`src/rtl/nearest_palette_color_search_macros.svh`:
```
// Assertion helpers used by npc_ctrl. Each expects i_clk and i_rst_n in scope.
`ifndef NEAREST_PALETTE_COLOR_SEARCH_MACROS_SVH
`define NEAREST_PALETTE_COLOR_SEARCH_MACROS_SVH

// Same-cycle implication.
`define NPC_ASSERT_NOW(label, ante, cons, msg) \
    label: assert property (@(posedge i_clk) disable iff (!i_rst_n) \
        (ante) |-> (cons)) else $error(msg);

// Next-cycle implication.
`define NPC_ASSERT_NEXT(label, ante, cons, msg) \
    label: assert property (@(posedge i_clk) disable iff (!i_rst_n) \
        (ante) |=> (cons)) else $error(msg);

`endif

```
`src/rtl/npc_pkg.sv`:
```
package npc_pkg;

    localparam int PALETTE_SIZE = 256;
    localparam int IDX_W        = $clog2(PALETTE_SIZE);

    localparam int ACTION_W = 1;
    localparam int ENTRY_W  = 8;
    localparam int COLOR_W  = 8;
    localparam int OUT_IDX_W = 8;
    localparam int SQ_W     = 2 * COLOR_W;
    localparam int DIST_W   = 23;

    localparam logic [ACTION_W-1:0] ACT_LOAD     = 1'b0;
    localparam logic [ACTION_W-1:0] ACT_QUANTIZE = 1'b1;

    localparam logic [DIST_W-1:0] W_RED   = 23'd28;
    localparam logic [DIST_W-1:0] W_GREEN = 23'd91;
    localparam logic [DIST_W-1:0] W_BLUE  = 23'd9;

    typedef enum logic [1:0] {
        ST_IDLE,
        ST_SCAN,
        ST_DRAIN
    } t_npc_state;

    typedef struct packed {
        logic             load_we;
        logic             capture;
        logic             issue;
        logic             first;
        logic             push;
        logic [IDX_W-1:0] addr;
    } t_dp_cmd;

    typedef struct packed {
        logic busy;
    } t_dp_sts;

endpackage

```
`src/rtl/npc_ctrl.sv`:
```
`include "nearest_palette_color_search_macros.svh"

module npc_ctrl import npc_pkg::*; (
    input  logic                i_clk,
    input  logic                i_rst_n,
    input  logic                i_in_valid,
    input  logic [ACTION_W-1:0] i_in_action,
    input  logic [ENTRY_W-1:0]  i_in_entry_index,
    output logic                o_in_ready,
    input  logic                i_out_ready,
    output logic                o_out_valid,
    input  t_dp_sts             i_sts,
    output t_dp_cmd             o_cmd
);

    t_npc_state       r_state, n_state;
    logic [IDX_W-1:0] r_addr, n_addr;
    logic             r_out_valid, n_out_valid;
    logic             in_range;
    logic             addr_last;

    assign in_range  = {1'b0, i_in_entry_index} < (ENTRY_W + 1)'(PALETTE_SIZE);
    assign addr_last = r_addr == IDX_W'(PALETTE_SIZE - 1);

    always_ff @(posedge i_clk) begin
        if (!i_rst_n) begin
            r_state     <= ST_IDLE;
            r_addr      <= '0;
            r_out_valid <= 1'b0;
        end else begin
            r_state     <= n_state;
            r_addr      <= n_addr;
            r_out_valid <= n_out_valid;
        end
    end

    always_comb begin
        n_state     = r_state;
        n_addr      = r_addr;
        n_out_valid = r_out_valid && !i_out_ready;
        o_cmd       = '0;
        o_cmd.addr  = r_addr;
        o_in_ready  = 1'b0;
        case (r_state)
            ST_IDLE: begin
                o_in_ready = 1'b1;
                if (i_in_valid) begin
                    if (i_in_action == ACT_QUANTIZE) begin
                        o_cmd.capture = 1'b1;
                        n_addr        = '0;
                        n_state       = ST_SCAN;
                    end else begin
                        // drop loads beyond the palette
                        o_cmd.load_we = in_range;
                    end
                end
            end
            ST_SCAN: begin
                o_cmd.issue = 1'b1;
                o_cmd.first = r_addr == '0;
                if (addr_last) begin
                    n_state = ST_DRAIN;
                end else begin
                    n_addr = r_addr + 1'b1;
                end
            end
            ST_DRAIN: begin
                if (!i_sts.busy && (!r_out_valid || i_out_ready)) begin
                    o_cmd.push  = 1'b1;
                    n_out_valid = 1'b1;
                    n_state     = ST_IDLE;
                end
            end
            default: begin
                n_state = ST_IDLE;
            end
        endcase
    end

    assign o_out_valid = r_out_valid;

    `NPC_ASSERT_NEXT(a_scan_start, i_in_valid && o_in_ready && i_in_action == ACT_QUANTIZE, r_state == ST_SCAN && r_addr == '0, "scan did not start at entry zero")
    `NPC_ASSERT_NEXT(a_scan_end, r_state == ST_SCAN && addr_last, r_state == ST_DRAIN, "scan did not end after last entry")
    `NPC_ASSERT_NEXT(a_push_out, o_cmd.push, r_out_valid && r_state == ST_IDLE, "result push lost")
    `NPC_ASSERT_NOW(a_push_idle_pipe, r_state == ST_DRAIN && !i_sts.busy && !r_out_valid, o_cmd.push, "drained scan not pushed")

endmodule

```
`config.mk`:
```
export PLATFORM = sky130hd
export DESIGN_NAME = npc_ctrl
export DESIGN_NICKNAME = d
export VERILOG_FILES = /design/src/rtl/npc_pkg.sv /design/src/rtl/npc_ctrl.sv
export VERILOG_INCLUDE_DIRS = /design/src /design/src/rtl
export SDC_FILE = /design/constraint.sdc
export NUM_CORES = 1
export LEC_CHECK = 0
export BUFFER_PORTS_ARGS = -buffer_cell sky130_fd_sc_hd__buf_4
export CORE_MARGIN = 1.5
export CORE_UTILIZATION = 44
export CTS_CLUSTER_DIAMETER = 40
export DETAILED_ROUTE_END_ITERATION = 8
export PLACE_DENSITY = 0.8
export SYNTH_ARGS = -nofsm -noshare
export SYNTH_HDL_FRONTEND = slang
export SYNTH_SLANG_ARGS = --single-unit
```
`constraint.sdc`:
```
create_clock -name i_clk -period 1.9 [get_ports i_clk]
set_input_delay 0.38 -clock i_clk [delete_from_list [all_inputs] [get_ports i_clk]]
set_output_delay 0.38 -clock i_clk [all_outputs]
set_load 0.02 [all_outputs]
```
* Yosys cells after proc, flatten, opt, wreduce, memory -nomap -nowiden
Cells that the tools add are included.
** Storage, ports and cells
- Register bits after elaboration :: 11
- Input bits :: 14
- Logic and storage cells :: 42
** Cells by class
- Add/subtract/negate cells :: 1
- Eq/ne operators :: 8
- Multiplexer cells :: 19
- Reductions and logical operators :: 11
** Operator list (number)
- 8-bit 2-to-1 mux :: 3
- 8-bit case mux with 2 select lines :: 1
- 2-bit 2-to-1 mux :: 7
- 2-bit != test (second input constant) :: 5
- 8-bit by 1-bit adder with 8-bit output (second input constant) :: 1
- 8-bit == test (second input constant) :: 1
- 8-bit logical NOT :: 1
- 4-bit AND reduction :: 2
- 1-bit 2-to-1 mux :: 7
- 2-bit case mux with 3 select lines :: 1
- 1-bit logical NOT :: 3
- 2-bit by 1-bit == test with 1-bit output (second input constant) :: 1
- 2-bit == test (second input constant) :: 1
- 1-bit logical AND :: 2
- 2-bit logical NOT :: 1
- 2-bit nonzero test :: 1
- 1-bit logical OR :: 1

* Longest topological paths before layout
- Word-level depth :: 5
- Depth in mapped cells :: 6
- Mapped depth without buffers :: 5

* Least setup slack after synthesis
Ideal clock, no wire load.
- Path type :: register to output
- Start :: register r_addr[2]
- End :: output o_cmd[9] (netlist name)
- Arrival :: 1.222 ns
- Path slack :: 0.298 ns
- Stages on the path, launching flop included :: 4
- Path buffers :: 0
- Path through :: dfxtp_1 -> nor4_1 -> nand3b_1 -> nor3_1
** RTL lines
- from (decl) :: RTL line npc_ctrl.sv:17 : logic [IDX_W-1:0] r_addr, n_addr;
- from (signal assigned) :: RTL line npc_ctrl.sv:32 : r_addr <= n_addr;
- to (decl) :: RTL line npc_ctrl.sv:13 : output t_dp_cmd o_cmd

==> results.ini <==
[clock_tree]
clockBufferDepth=2
clock_latency_ns=0.27
htreeDepth=1
cts.repair.resized=0
postCtsHoldBufs=0
clock_sinks=11
postCtsSetupBuffers=0
cts_buffers=3
cts_tree=done
clk_pin_slew_ns=0.08
clockRootBuffer=clkbuf_4

[finish]
area_growth_pct=28.6
multiInputGateArea_um2=369
antenna_cells=0
fin_nets=120
regArea_um2=220
fillers=129
stdcell_count=118
drive_gt1_share_pct=28.2

[critical_path]
crit_path_max_fanout=10
required_ns=1.52
crit_chain=nand2b_1, nor3_1, buf_4
path_buf_inv=1
critical_path_class=reg -> out
cpPeakStageDelay_ns=0.33
crit_path_start_kind=register
arrival_ns=1.37
path_delay_family=simple AND/OR/NAND/NOR gates
end_kind=output pin
critPathSlowestCell=dfxtp_1

[sta]
setup_viol=0
fmax_ghz=0.572
rsz0062_at_grt=false
hold_viol_final=0
finalClockSkew_ns=0.00364
fin_crit_ns=1.75
period_share_pct=92.0
maxSlewViolCount=0
fin_tns_setup_ns=0
worst_pin_slew_ns=0.400
slew-limit-headroom_pct=73.3

[synth]
ys_seq_elements=11
ys_seq_area_share_pct=34.9
avgSynthCellArea_um2=7.88
synth_edf_count=0
async_flop_share_pct=0
synth_cells=80
synth_area_leader_cell=dfxtp_1
synth_flop_cell=dfxtp_1
synth_top_area_share_pct=34.9
ys.warnings.count=0
synth_area_um2=631
synth.area.top_cells=dfxtp_1 35%, nand2_1 5.4%, nor2_1 4.8%
syn-num-nets=96
yosysUniqueCellTypes=30

[pwr]
p_sw_share_pct=28.4
p_switching_uw=138
p_clk_share_pct=34.5
pwr-share-seq_pct=49.0
power.density_mw_per_mm2=598
p_comb_share_pct=16.4
cellInternalPower_uw=347
total_power_uw=485
leakage_nw=0.361
vdd_drop_max_uv=310

[placed_design]
port_buffers=20
gp_congestion=0.867
dp.cells=114
place_hpwl_mm=1.14

[floorplanning]
die_h_um=40.9
std_cell_rows=13
die_area_mm2=0.00167
core_mm2=0.00132
die_w_um=40.9
ios=29
start_util_pct=47.9

[detailed_routing]
drt_iter0_drc=15
routed_wirelength_mm=1.55
ant_nets=0
vias_per_cell=6.04
drc=0
route.vias.total=713
wl_per_cell_um=13.1
first_pass_iters=4

[grt]
grtUsageTotal_pct=20.4
grt_pass1_vias=568
grt_pass1_wl_mm=2.30
grt-ovfl-total=0
antenna_found_initial=0
grt_start_max_net_pins=11

[status]
outcome=complete, no violations

[min_path]
min_path_type=in -> reg

[flow_run]
max_cap_violations=0

==> cell usage in the layout, fill, tap and decap left out, types with 3 or more instances in the layout <==
| master | instances |
|---|---|
| nor2_1 | 8 |
| clkbuf_4 | 3 |
| o21ai_0 | 4 |
| inv_1 | 4 |
| nor3_1 | 5 |
| dfxtp_1 | 11 |
| nand2_1 | 9 |
| a21oi_1 | 4 |
| buf_4 | 21 |
| nand3_1 | 5 |
==> cell usage after synthesis, types with 2 or more instances <==
cell	number
dfxtp_1	11
nand2_1	9
nor2_1	8
nand3_1	5
nor3_1	5
a21oi_1	4
inv_1	4
o21ai_0	4
a31oi_1	2
buf_6	2
ha_1	2
mux2i_1	2
nand2b_1	2
nand3b_1	2
nand4_1	2
o22ai_1	2
==> sequential cells by signal, indices dropped and copies added, names as in the netlist <==
signal and count:
o_out_valid 1, r_addr 8, r_state 2
==> stage by stage <==
step	utilization [%]	hold slack [ns]	cell area, um2	setup WS [ns]
floorplan	-	0.570	631	0.298
global placement	59.5	0.517	785	0.417
detailed placement	59.5	0.526	785	0.383
CTS	61.5	0.395	811	0.174
global route	61.5	0.401	811	0.0822
finish	61.5	0.388	811	0.153
==> cells by family (layout without fill, tap and decap cells) <==
kind of cell / Yosys count / count (layout) / synth area share (%)
multiplexers: 2 / 2 / 3.17
flip-flops: 11 / 11 / 34.9
AND/OR/NAND/NOR: 40 / 40 / 33.1
XOR/XNOR: 1 / 1 / 1.39
AO/OA/AOI/OAI: 17 / 17 / 16.9
adder cells (fa/ha/maj): 2 / 2 / 3.97
buffers and inverters: 7 / 30 / 6.55
==> layer usage <==
metal | track usage [%] | wire length, um | part of all wire [%]
met5 | 0 | 0 | 0
met4 | 5.83 | 12 | 0.77
met3 | 4.89 | 153 | 9.9
met2 | 36.3 | 745 | 48
met1 | 23.8 | 640 | 41
==> power groups by stage <==
stage	sequential (mW)	clock, mW	combinational (mW)
final	0.238	0.168	0.0796
after global routing	0.238	0.174	0.0869
after CTS	0.238	0.163	0.0793
after detailed placement	0.244	0	0.0790
after global placement	0.243	0	0.0769
after floorplan	0.245	0	0.0479
==> worst register-to-register path: cells and delay by family, from the launching register on <==
family | cells | cell delay, ns
flops | 1 | 0.41
fa+ha+maj | 1 | 0.26
simple gates | 4 | 0.82
==> path summary, 6_finish.rpt <==
check           endpoint        from  cells after the start  slack [ns]
max reg2reg    r_addr[6]   r_addr[0]                      5        0.35
min          o_out_valid     i_rst_n                      2        0.39
max             o_cmd[9]  r_state[1]                      3        0.15
min reg2reg    r_addr[0]   r_addr[0]                      2        0.54
==> layout make-up <==
type                            count  share of cell area [%]
Sequential cell                    11                    27.2
Tap cell                           15                    2.31
Clock buffer                        4                    3.24
Timing Repair Buffer               21                    19.4
Multi-Input combinational cell     62                    45.5
Inverter                            5                    2.31
Note: power is estimated with default switching activity, not from simulation.
